`config.mk`:
```
export PLATFORM = sky130hd
export DESIGN_NAME = bde_ctrl_flat
export DESIGN_NICKNAME = d
export VERILOG_FILES = /design/src/rtl/bde_pkg.sv /design/src/rtl/bde_req_if.sv /design/src/rtl/bde_ctrl.sv /design/src/flat_wrapper.sv
export SDC_FILE = /design/constraint.sdc
export NUM_CORES = 1
export LEC_CHECK = 0
export BUFFER_PORTS_ARGS = -buffer_cell sky130_fd_sc_hd__buf_2
export CAP_MARGIN = 20
export CORE_ASPECT_RATIO = 1.1
export CORE_MARGIN = 5
export CORE_UTILIZATION = 40
export DETAILED_ROUTE_END_ITERATION = 12
export PLACE_DENSITY_LB_ADDON = 0.05
export SETUP_SLACK_MARGIN = 0.3
export SLEW_MARGIN = 10
export SYNTH_ARGS = -nofsm -noshare
export SYNTH_HDL_FRONTEND = slang
export SYNTH_SLANG_ARGS = --single-unit
```
`constraint.sdc`:
```
create_clock -name i_clk -period 5.8 [get_ports i_clk]
set_clock_uncertainty 0.2 [all_clocks]
set_input_delay 0.87 -clock i_clk [delete_from_list [all_inputs] [get_ports i_clk]]
set_output_delay 0.87 -clock i_clk [all_outputs]
set_load 0.01 [all_outputs]
```
`src/rtl/bde_pkg.sv`:
```
// Shared constants and types of the bounded deque engine.
// No dependencies.
package bde_pkg;

    localparam int DEPTH_DEF = 1024;
    localparam int WORD_W    = 32;
    localparam int OP_W      = 3;

    localparam logic [OP_W-1:0] OP_PUSH_FRONT = 3'd0;
    localparam logic [OP_W-1:0] OP_PUSH_BACK  = 3'd1;
    localparam logic [OP_W-1:0] OP_POP_FRONT  = 3'd2;
    localparam logic [OP_W-1:0] OP_POP_BACK   = 3'd3;
    localparam logic [OP_W-1:0] OP_QUERY      = 3'd4;

    // Value reported for a missing word.
    localparam logic signed [WORD_W-1:0] NOTHING = -32'sd1;

    typedef enum logic [2:0] {
        S_IDLE = 3'b001,
        S_READ = 3'b010,
        S_LOAD = 3'b100
    } t_state;

    typedef struct packed {
        logic wr_en;
        logic rd_en;
    } t_ram_ctl;

endpackage

```
`src/rtl/bde_req_if.sv`:
```
// Request and response channel interfaces of the bounded deque engine.
// Depends on bde_pkg.
interface bde_req_if;
    logic                                 valid;
    logic                                 ready;
    logic [bde_pkg::OP_W-1:0]             op;
    logic signed [bde_pkg::WORD_W-1:0]    push_value;

    modport source (output valid, output op, output push_value, input ready);
    modport sink   (input valid, input op, input push_value, output ready);
endinterface

interface bde_rsp_if #(
    parameter int CNT_W = $clog2(bde_pkg::DEPTH_DEF + 1)
);
    logic                                 valid;
    logic                                 ready;
    logic signed [bde_pkg::WORD_W-1:0]    popped_value;
    logic                                 pop_done;
    logic signed [bde_pkg::WORD_W-1:0]    front_value;
    logic signed [bde_pkg::WORD_W-1:0]    back_value;
    logic [CNT_W-1:0]                     entry_count;
    logic                                 is_empty;
    logic                                 push_dropped;

    modport source (
        output valid, output popped_value, output pop_done, output front_value,
        output back_value, output entry_count, output is_empty, output push_dropped,
        input ready
    );
    modport sink (
        input valid, input popped_value, input pop_done, input front_value,
        input back_value, input entry_count, input is_empty, input push_dropped,
        output ready
    );
endinterface

```
`src/rtl/bde_ctrl.sv`:
```
// Deque sequencer: pointer update, store write, front/back read, result register.
// Depends on bde_pkg and the channel interfaces.
module bde_ctrl #(
    parameter int DEPTH  = bde_pkg::DEPTH_DEF,
    parameter int ADDR_W = $clog2(DEPTH),
    parameter int CNT_W  = $clog2(DEPTH + 1)
) (
    input  logic                              i_clk,
    input  logic                              i_rst_n,
    bde_req_if.sink                           i_req,
    bde_rsp_if.source                         o_rsp,
    output bde_pkg::t_ram_ctl                 o_ram_ctl,
    output logic [ADDR_W-1:0]                 o_waddr,
    output logic signed [bde_pkg::WORD_W-1:0] o_wdata,
    output logic [ADDR_W-1:0]                 o_raddr_a,
    output logic [ADDR_W-1:0]                 o_raddr_b,
    input  logic signed [bde_pkg::WORD_W-1:0] i_rdata_a,
    input  logic signed [bde_pkg::WORD_W-1:0] i_rdata_b
);

    localparam logic [CNT_W-1:0]  CNT_FULL  = CNT_W'(DEPTH);
    localparam logic [ADDR_W-1:0] ADDR_LAST = ADDR_W'(DEPTH - 1);
    localparam logic [CNT_W:0]    SUM_WRAP  = (CNT_W + 1)'(DEPTH);

    // Ring position head + off, off below DEPTH.
    function automatic logic [ADDR_W-1:0] ring_add(input logic [ADDR_W-1:0] head,
                                                  input logic [CNT_W-1:0]  off);
        logic [CNT_W:0] sum;
        sum = (CNT_W + 1)'(head) + (CNT_W + 1)'(off);
        if (sum >= SUM_WRAP) begin
            sum = sum - SUM_WRAP;
        end
        return sum[ADDR_W-1:0];
    endfunction

    bde_pkg::t_state r_state, n_state;
    logic [ADDR_W-1:0] r_head, n_head;
    logic [CNT_W-1:0]  r_count, n_count;
    logic signed [bde_pkg::WORD_W-1:0] r_popped, n_popped;
    logic r_pop_done, n_pop_done;
    logic r_dropped, n_dropped;
    logic signed [bde_pkg::WORD_W-1:0] r_front, r_back;
    logic r_out_valid;

    logic full;
    logic empty;
    logic load;
    logic [CNT_W-1:0] last_off;

    assign full     = (r_count == CNT_FULL);
    assign empty    = (r_count == '0);
    assign last_off = empty ? '0 : r_count - CNT_W'(1);
    assign load     = (r_state == bde_pkg::S_LOAD) && (!r_out_valid || o_rsp.ready);

    assign i_req.ready = (r_state == bde_pkg::S_IDLE);
    assign o_raddr_a   = r_head;
    assign o_raddr_b   = ring_add(r_head, last_off);
    assign o_wdata     = i_req.push_value;

    always_comb begin
        n_state    = r_state;
        n_head     = r_head;
        n_count    = r_count;
        n_popped   = r_popped;
        n_pop_done = r_pop_done;
        n_dropped  = r_dropped;
        o_ram_ctl  = '0;
        o_waddr    = r_head;
        unique case (r_state)
            bde_pkg::S_IDLE: begin
                if (i_req.valid) begin
                    n_popped   = bde_pkg::NOTHING;
                    n_pop_done = 1'b0;
                    n_dropped  = 1'b0;
                    n_state    = bde_pkg::S_READ;
                    unique case (i_req.op)
                        bde_pkg::OP_PUSH_FRONT: begin
                            if (full) begin
                                n_dropped = 1'b1;
                            end else begin
                                n_head          = (r_head == '0) ? ADDR_LAST
                                                                 : r_head - ADDR_W'(1);
                                o_waddr         = n_head;
                                o_ram_ctl.wr_en = 1'b1;
                                n_count         = r_count + CNT_W'(1);
                            end
                        end
                        bde_pkg::OP_PUSH_BACK: begin
                            if (full) begin
                                n_dropped = 1'b1;
                            end else begin
                                o_waddr         = ring_add(r_head, r_count);
                                o_ram_ctl.wr_en = 1'b1;
                                n_count         = r_count + CNT_W'(1);
                            end
                        end
                        bde_pkg::OP_POP_FRONT: begin
                            if (!empty) begin
                                n_popped   = r_front;
                                n_pop_done = 1'b1;
                                n_head     = (r_head == ADDR_LAST) ? '0 : r_head + ADDR_W'(1);
                                n_count    = r_count - CNT_W'(1);
                            end
                        end
                        bde_pkg::OP_POP_BACK: begin
                            if (!empty) begin
                                n_popped   = r_back;
                                n_pop_done = 1'b1;
                                n_count    = r_count - CNT_W'(1);
                            end
                        end
                        default: begin
                            // query and unused codes: report state only
                        end
                    endcase
                end
            end
            bde_pkg::S_READ: begin
                o_ram_ctl.rd_en = 1'b1;
                n_state         = bde_pkg::S_LOAD;
            end
            bde_pkg::S_LOAD: begin
                if (load) begin
                    n_state = bde_pkg::S_IDLE;
                end
            end
            default: begin
                n_state = bde_pkg::S_IDLE;
            end
        endcase
    end

    always_ff @(posedge i_clk) begin
        if (!i_rst_n) begin
            r_state     <= bde_pkg::S_IDLE;
            r_head      <= '0;
            r_count     <= '0;
            r_out_valid <= 1'b0;
        end else begin
            r_state <= n_state;
            r_head  <= n_head;
            r_count <= n_count;
            if (load) begin
                r_out_valid <= 1'b1;
            end else if (o_rsp.ready) begin
                r_out_valid <= 1'b0;
            end
        end
    end

    always_ff @(posedge i_clk) begin
        r_popped   <= n_popped;
        r_pop_done <= n_pop_done;
        r_dropped  <= n_dropped;
        if (load) begin
            // cache the end words for the next pop
            r_front              <= i_rdata_a;
            r_back               <= i_rdata_b;
            o_rsp.popped_value   <= r_popped;
            o_rsp.pop_done       <= r_pop_done;
            o_rsp.front_value    <= empty ? bde_pkg::NOTHING : i_rdata_a;
            o_rsp.back_value     <= empty ? bde_pkg::NOTHING : i_rdata_b;
            o_rsp.entry_count    <= r_count;
            o_rsp.is_empty       <= empty;
            o_rsp.push_dropped   <= r_dropped;
        end
    end

    assign o_rsp.valid = r_out_valid;

endmodule

```
`src/flat_wrapper.sv`:
```
// flat-port wrapper written by rule: the top's interface ports become plain ports
module bde_ctrl_flat 
#(
    parameter int DEPTH  = bde_pkg::DEPTH_DEF,
    parameter int ADDR_W = $clog2(DEPTH),
    parameter int CNT_W  = $clog2(DEPTH + 1)
)
  (i_clk, i_rst_n, o_ram_ctl, o_waddr, o_wdata, o_raddr_a, o_raddr_b, i_rdata_a, i_rdata_b, i_req_valid, i_req_op, i_req_push_value, i_req_ready, o_rsp_valid, o_rsp_popped_value, o_rsp_pop_done, o_rsp_front_value, o_rsp_back_value, o_rsp_entry_count, o_rsp_is_empty, o_rsp_push_dropped, o_rsp_ready);
  bde_req_if i_req_i ();
  bde_rsp_if #(.CNT_W(CNT_W)) o_rsp_i ();
  input  logic i_clk;
  input  logic i_rst_n;
  output bde_pkg::t_ram_ctl o_ram_ctl;
  output logic [ADDR_W-1:0] o_waddr;
  output logic signed [bde_pkg::WORD_W-1:0] o_wdata;
  output logic [ADDR_W-1:0] o_raddr_a;
  output logic [ADDR_W-1:0] o_raddr_b;
  input  logic signed [bde_pkg::WORD_W-1:0] i_rdata_a;
  input  logic signed [bde_pkg::WORD_W-1:0] i_rdata_b;
  input wire logic [$bits(i_req_i.valid)-1:0] i_req_valid;
  input wire logic [$bits(i_req_i.op)-1:0] i_req_op;
  input wire logic [$bits(i_req_i.push_value)-1:0] i_req_push_value;
  output wire logic [$bits(i_req_i.ready)-1:0] i_req_ready;
  output wire logic [$bits(o_rsp_i.valid)-1:0] o_rsp_valid;
  output wire logic [$bits(o_rsp_i.popped_value)-1:0] o_rsp_popped_value;
  output wire logic [$bits(o_rsp_i.pop_done)-1:0] o_rsp_pop_done;
  output wire logic [$bits(o_rsp_i.front_value)-1:0] o_rsp_front_value;
  output wire logic [$bits(o_rsp_i.back_value)-1:0] o_rsp_back_value;
  output wire logic [$bits(o_rsp_i.entry_count)-1:0] o_rsp_entry_count;
  output wire logic [$bits(o_rsp_i.is_empty)-1:0] o_rsp_is_empty;
  output wire logic [$bits(o_rsp_i.push_dropped)-1:0] o_rsp_push_dropped;
  input wire logic [$bits(o_rsp_i.ready)-1:0] o_rsp_ready;
  assign i_req_i.valid = i_req_valid;
  assign i_req_i.op = i_req_op;
  assign i_req_i.push_value = i_req_push_value;
  assign i_req_ready = i_req_i.ready;
  assign o_rsp_valid = o_rsp_i.valid;
  assign o_rsp_popped_value = o_rsp_i.popped_value;
  assign o_rsp_pop_done = o_rsp_i.pop_done;
  assign o_rsp_front_value = o_rsp_i.front_value;
  assign o_rsp_back_value = o_rsp_i.back_value;
  assign o_rsp_entry_count = o_rsp_i.entry_count;
  assign o_rsp_is_empty = o_rsp_i.is_empty;
  assign o_rsp_push_dropped = o_rsp_i.push_dropped;
  assign o_rsp_i.ready = o_rsp_ready;
  bde_ctrl #(.DEPTH(DEPTH), .ADDR_W(ADDR_W), .CNT_W(CNT_W)) u_core (.i_clk(i_clk), .i_rst_n(i_rst_n), .i_req(i_req_i), .o_rsp(o_rsp_i), .o_ram_ctl(o_ram_ctl), .o_waddr(o_waddr), .o_wdata(o_wdata), .o_raddr_a(o_raddr_a), .o_raddr_b(o_raddr_b), .i_rdata_a(i_rdata_a), .i_rdata_b(i_rdata_b));
endmodule
```
### Yosys cells after proc, flatten, opt, wreduce, memory -nomap -nowiden

Index checks and enable logic that the tools add are counted.

| word-level totals | value |
|---|---|
| memories | 0 |
| bits in writable memories | 0 |
| bits in latches | 0 |
| word-level logic and storage cells | 84 |
| bits in registers | 233 |
| ROM bits | 0 |
| output and inout bits | 176 |
| input port bits | 103 |

| cells by class | value |
|---|---|
| multiplexer cells | 30 |
| div/mod/pow operators | 0 |
| reductions and logical operators | 15 |
| add/subtract/negate cells | 8 |
| multiply operators | 0 |
| $lt $le $gt $ge | 2 |
| bitwise operators | 0 |
| shifts and indexed selects | 0 |
| eq/ne operators | 13 |

Operators by type and width:

| cell | count |
|---|---|
| 10-bit two-way mux | 9 |
| 32-bit two-way mux | 2 |
| 32-bit case mux with 2 select lines | 1 |
| 10-bit case mux with 2 select lines | 2 |
| 11-bit two-way mux | 3 |
| 10-bit by 1-bit subtractor with 10-bit output (second input constant) | 3 |
| 10-bit by 11-bit adder with 12-bit output | 2 |
| 12-bit by 11-bit greater-or-equal comparator with 1-bit output (second input constant) | 2 |
| 11-bit case mux with 2 select lines | 1 |
| 11-bit by 1-bit adder with 11-bit output (second input constant) | 1 |
| 11-bit equality test (second input constant) | 1 |
| 11-bit logical NOT | 1 |
| 11-bit by 1-bit subtractor with 11-bit output (second input constant) | 1 |
| 10-bit by 1-bit adder with 10-bit output (second input constant) | 1 |
| 10-bit equality test (second input constant) | 1 |
| 10-bit logical NOT | 1 |
| 3-bit by 2-bit equality test with 1-bit output (second input constant) | 3 |
| 1-bit two-way mux | 9 |
| 3-bit case mux with 3 select lines | 1 |
| 2-bit != test (second input constant) | 4 |
| 3-bit by 1-bit equality test with 1-bit output (second input constant) | 2 |
| 3-bit two-way mux | 2 |
| 2-bit nonzero test | 3 |
| 5-bit AND reduction | 1 |
| 9 further kinds | 11 |

### Longest topological paths before layout

| depth | value |
|---|---|
| depth in word-level cells | 7 |
| mapped depth | 18 |

### Worst setup path after synthesis

No wires, ideal clock.

| timing | value |
|---|---|
| path type | input -> register |
| start | input port o_rsp_ready |
| end | register u_core.o_rsp.back_value[0], enable pin |
| data required time | 5.044 ns |
| library setup time | 0.556 ns |
| buffers on the path | 0 |
| path slack | 0.007 ns |
| data arrival time | 5.036 ns |
| cell stages on the path | 2 |
| cells stage by stage | nand2b_1 > and3_1 |

| between the ends | value |
|---|---|
| word-level cells in the longest chain between the ends | 2 |

RTL lines:

| item | line | RTL |
|---|---|---|
| start, declared | flat_wrapper.sv:32 | `input wire logic [$bits(o_rsp_i.ready)-1:0] o_rsp_ready;` |
| 1-bit logical OR | bde_ctrl.sv:53 | `assign load = (r_state == bde_pkg::S_LOAD) && (!r_out_valid \|\| o_rsp.ready);` |
| 1-bit logical AND | bde_ctrl.sv:53 |  |
| net u_core.load | bde_ctrl.sv:47 | `logic load;` |
| end signal, assigned | bde_ctrl.sv:162 | `o_rsp.back_value <= empty ? bde_pkg::NOTHING : i_rdata_b;` |
| end, declared | bde_req_if.sv:28 | `output back_value, output entry_count, output is_empty, output push_dropped,` |

The timed path passes the listed nets, and every way through them passes these cells.
A chain may end at the register's enable or synchronous reset.

### Worst setup path after layout

| timing | value |
|---|---|
| start | register u_core.r_count[1] |
| end | output port o_raddr_b[9] |

| between the ends | value |
|---|---|
| word-level cells in the longest chain between the ends | 5 |
| elaborated cells on any way between the ends | 7 |
| classes of those cells | add/sub (3); order compare (1); mux (2); reduce/logical (1) |

RTL lines:

| item | line | RTL |
|---|---|---|
| start, declared | bde_ctrl.sv:38 | `logic [CNT_W-1:0] r_count, n_count;` |
| start signal, assigned | bde_ctrl.sv:142 | `r_count <= n_count;` |
| 11-bit by 1-bit subtractor with 11-bit output / 11-bit logical NOT (equally long branches) | bde_ctrl.sv:52, bde_ctrl.sv:51 |  |
| 11-bit two-way mux * | bde_ctrl.sv:52 | `assign last_off = empty ? '0 : r_count - CNT_W'(1);` |
| 10-bit by 11-bit adder with 12-bit output * | bde_ctrl.sv:29 | `sum = (CNT_W + 1)'(head) + (CNT_W + 1)'(off);` |
| 10-bit by 1-bit subtractor with 10-bit output / 12-bit by 11-bit greater-or-equal comparator with 1-bit output (equally long branches) | bde_ctrl.sv:31, bde_ctrl.sv:30 |  |
| 10-bit two-way mux * | bde_ctrl.sv:30 | `if (sum >= SUM_WRAP) begin` |
| end, declared | flat_wrapper.sv:17 | `output logic [ADDR_W-1:0] o_raddr_b;` |

Every way passes the cells marked *; elsewhere a longest branch is shown, timed or not.

==> run metrics <==
status=completed; First-pass DRT Iterations=4; Core ar.=0.02542 mm2; reg-to-reg startpoint=u_core.r_count[1]; CP Launch Type=flip-flop; xor-xnor portion of the synthesized cell area=3.048%; RSZ-0062 raised after global routing=false; post-synthesis cell type count=74; gr busiest metal=met2; WL final=24,150 um; Reg2Reg Depth=10; Routed Antenna Nets=0; GPL Wtd Cong=0.8319; post-synthesis simple-gate area fraction=13.56%; Syn Inst Count=789; Post-Layout Cell Count=1,330; final-report max-slew violation count=0; WHS Endpoint=u_core.o_rsp.popped_value[14]; FF+latch count, synth=233; most common flop cell mapped by yosys=edfxtp_1; mux cell area share after synthesis=3.386%; H-tree levels=1; Initial Util=40.71%; Vias=6,540; post-DP HPWL=16,320 um; Max Clk Rate=197.7 MHz; setup TNS=0 ns; crit path buf inv count=3; Post-Syn Area=0.01035 mm2; syn nets=917; grt ovf=0; Post-synth EDFFs=208; CP top delay family=simple AND/OR/NAND/NOR gates; CP arrival=3.99 ns; critical path capture point type=primary output; Hold Violations, Final=0; width of the die=163.3 um; Synth Area in Compound Gates=6.615%; drt via density=4.917; I/O pins=279; Seq/Total Area, Yosys=65.21%; Worst slew margin=36.44%; Worst Setup Path Type=flip-flop to primary output; IO buf count=214; top-count cell post-synth=edfxtp_1; top cells by count, synth=edfxtp_1, or2_2, nand2_1, nor2_1, mux2i_1; initial antenna violation count=2; vias in the first global route=6,525; clk sinks=233; Reg clk slew, reported paths=0.06 ns; HP Class=flip-flop to flip-flop; largest family of logic cells by synthesized area=simple AND/OR/NAND/NOR gates; r2r endpoint=u_core.o_raddr_a[5]; Mapped Avg Cell Area=13.11 um2; minimum clock period=5.057 ns; crit share post-route=87.19%; Rows=61; CTS tree=yes; met2 Resource Use GR=25.03%; WL/cell=18.15 um; total power=4.046 mW; Cells on Worst Hold Path=0; CTS buffer count=26; Cell Pwr Density=327.7 mW/mm2; antenna cells=0; area share of fa/ha/maj cells after synthesis=3.168%; post-layout util=48.57%; flop-to-flop setup slack=2.26 ns; CP required=4.73 ns; DRC=0; Peak VDD IR=0.2036 mV; GRT Util Overall=15.96%; clk_lat worst skew=0.53 ns; starting DRC count in detailed routing=438; layout cells sized above 1=35.57%; largest area contributor in the synthesized netlist=edfxtp_1; Synth top area share=60.37%; Final setup viols=0; largest net degree at the start of global routing=75; Post-DP Area=0.01146 mm2; crit-path cells=inv_1, ha_1, nor3b_2, and4b_4, or2_2, inv_1, ha_1, a21oi_1, nor2b_1, nor3_1, nor2_1, o41a_1, a31oi_1, xnor2_1, buf_2; slew at the pin closest to its max-slew limit=0.9534 ns; synth top area cells=edfxtp_1, dfxtp_1, or2_2; worst hold start=u_core.r_popped[14]; slowest CP cell=and4b_4; met3 GRT Util=5.909%; placed insts=1,282; design area=0.01235 mm2; Bufs on Longest Clock Path=3; CTS root buf=clkbuf_16; Layout area overhead=19.33%; global-route wire length before repair=36,980 um; synth warn=0; # Max-Cap Violations=0; Critical Path Source=u_core.r_count[1]; slowest cell delay on critical path=0.47 ns; Async S/R FF share, synth=0%; leakage=4.588 nW; Post-layout nets=1,092; Die H=178.7 um; Crit Path Max Fanout=21; die area=0.02918 mm2; met1 Usage GRT=21.31%
==> stage by stage <==
step	hold slack (ns)	worst slack (ns)
6_report	0.2180	0.7429
3_3_place_gp	0.2012	1.060
3_5_place_dp	0.2056	1.005
2_1_floorplan	0.2003	1.507
5_1_grt	0.2227	0.4418
4_1_cts	0.2201	0.4060
==> state kept, by name, indices dropped and copies added (netlist names), 11 cells and up <==
register and cells:
u_core.o_rsp.front_value 32, u_core.o_rsp.entry_count 11, u_core.o_rsp.popped_value 32, u_core.r_popped 32, u_core.o_rsp.back_value 32, u_core.r_front 32
u_core.r_back 32, u_core.r_count 11
==> worst reg2reg max path, cell delays in order (launching register included) <==
cell	delay, ns
dfxtp_1	0.38
inv_1	0.17
ha_1	0.17
nor3b_2	0.28
and4b_4	0.47
buf_4	0.51
nor3_1	0.27
nor2_1	0.59
nor4_1	0.11
a21oi_1	0.16
a21oi_1	0.08
==> cells by family (layout without fill, tap and decap cells) <==
group                      after synthesis  in the layout
AOI/OAI and AO/OA                      103            103
xor gates and xnor gates                36             36
adders and majority gates               25             25
buffers and inverters                   90            285
DFF                                    233            233
muxes                                   35             35
and+or+nand+nor                        267            267
==> per-layer routing <==
metal	up-vias	routed length, um	part of all wire (%)
li1	3187	-	-
met1	3100	10420	43
met2	210	11050	46
met3	39	2286	9.5
met4	4	370	1.5
met5	-	22	0.091
==> placed cells by master (no fill, tap or decap), types with 20 or more instances in the layout <==
cell       count
buf_2        214
edfxtp_1     208
or2_2         68
nand2_1       66
nor2_1        55
mux2i_1       35
a21oi_1       30
clkbuf_16     26
o21ai_0       25
dfxtp_1       25
ha_1          23
xor2_1        20
==> repair_timing <==
action	4_1_cts	5_1_grt
buffers inserted	0	0
gates resized for setup	0	2
hold buffers	0	0
endpoints found under the setup margin	0	1
==> report_power, final <==
part	total [mW]	switching [mW]	internal, mW
Combinational	0.481	0.279	0.202
Sequential	1.89	0.0255	1.86
Clock	1.67	0.667	1.01
==> worst max-delay path by stage <==
| stage | end | slack, ns | depth (start not counted) |
|---|---|---|---|
| 6_report | o_raddr_b[9] | 0.74 | 15 |
| 5_1_grt | o_raddr_b[9] | 0.44 | 15 |
| 4_1_cts | o_raddr_b[9] | 0.41 | 15 |
| 3_5_place_dp | o_raddr_b[9] | 1.00 | 15 |
| 3_3_place_gp | o_raddr_b[9] | 1.06 | 15 |
| 2_1_floorplan | o_raddr_b[9] | 1.51 | 15 |
==> final cells by class <==
type | instances | area, um2
sequential | 233 | 6746
tap | 346 | 432.9
multi-input combinational | 466 | 3102
clock buffer | 31 | 669.4
timing repair buffer | 219 | 1121
fill | 2358 | 13070
inverter | 18 | 67.56
clock inverter | 17 | 206.4
Note: power is estimated with default switching activity, not from simulation.
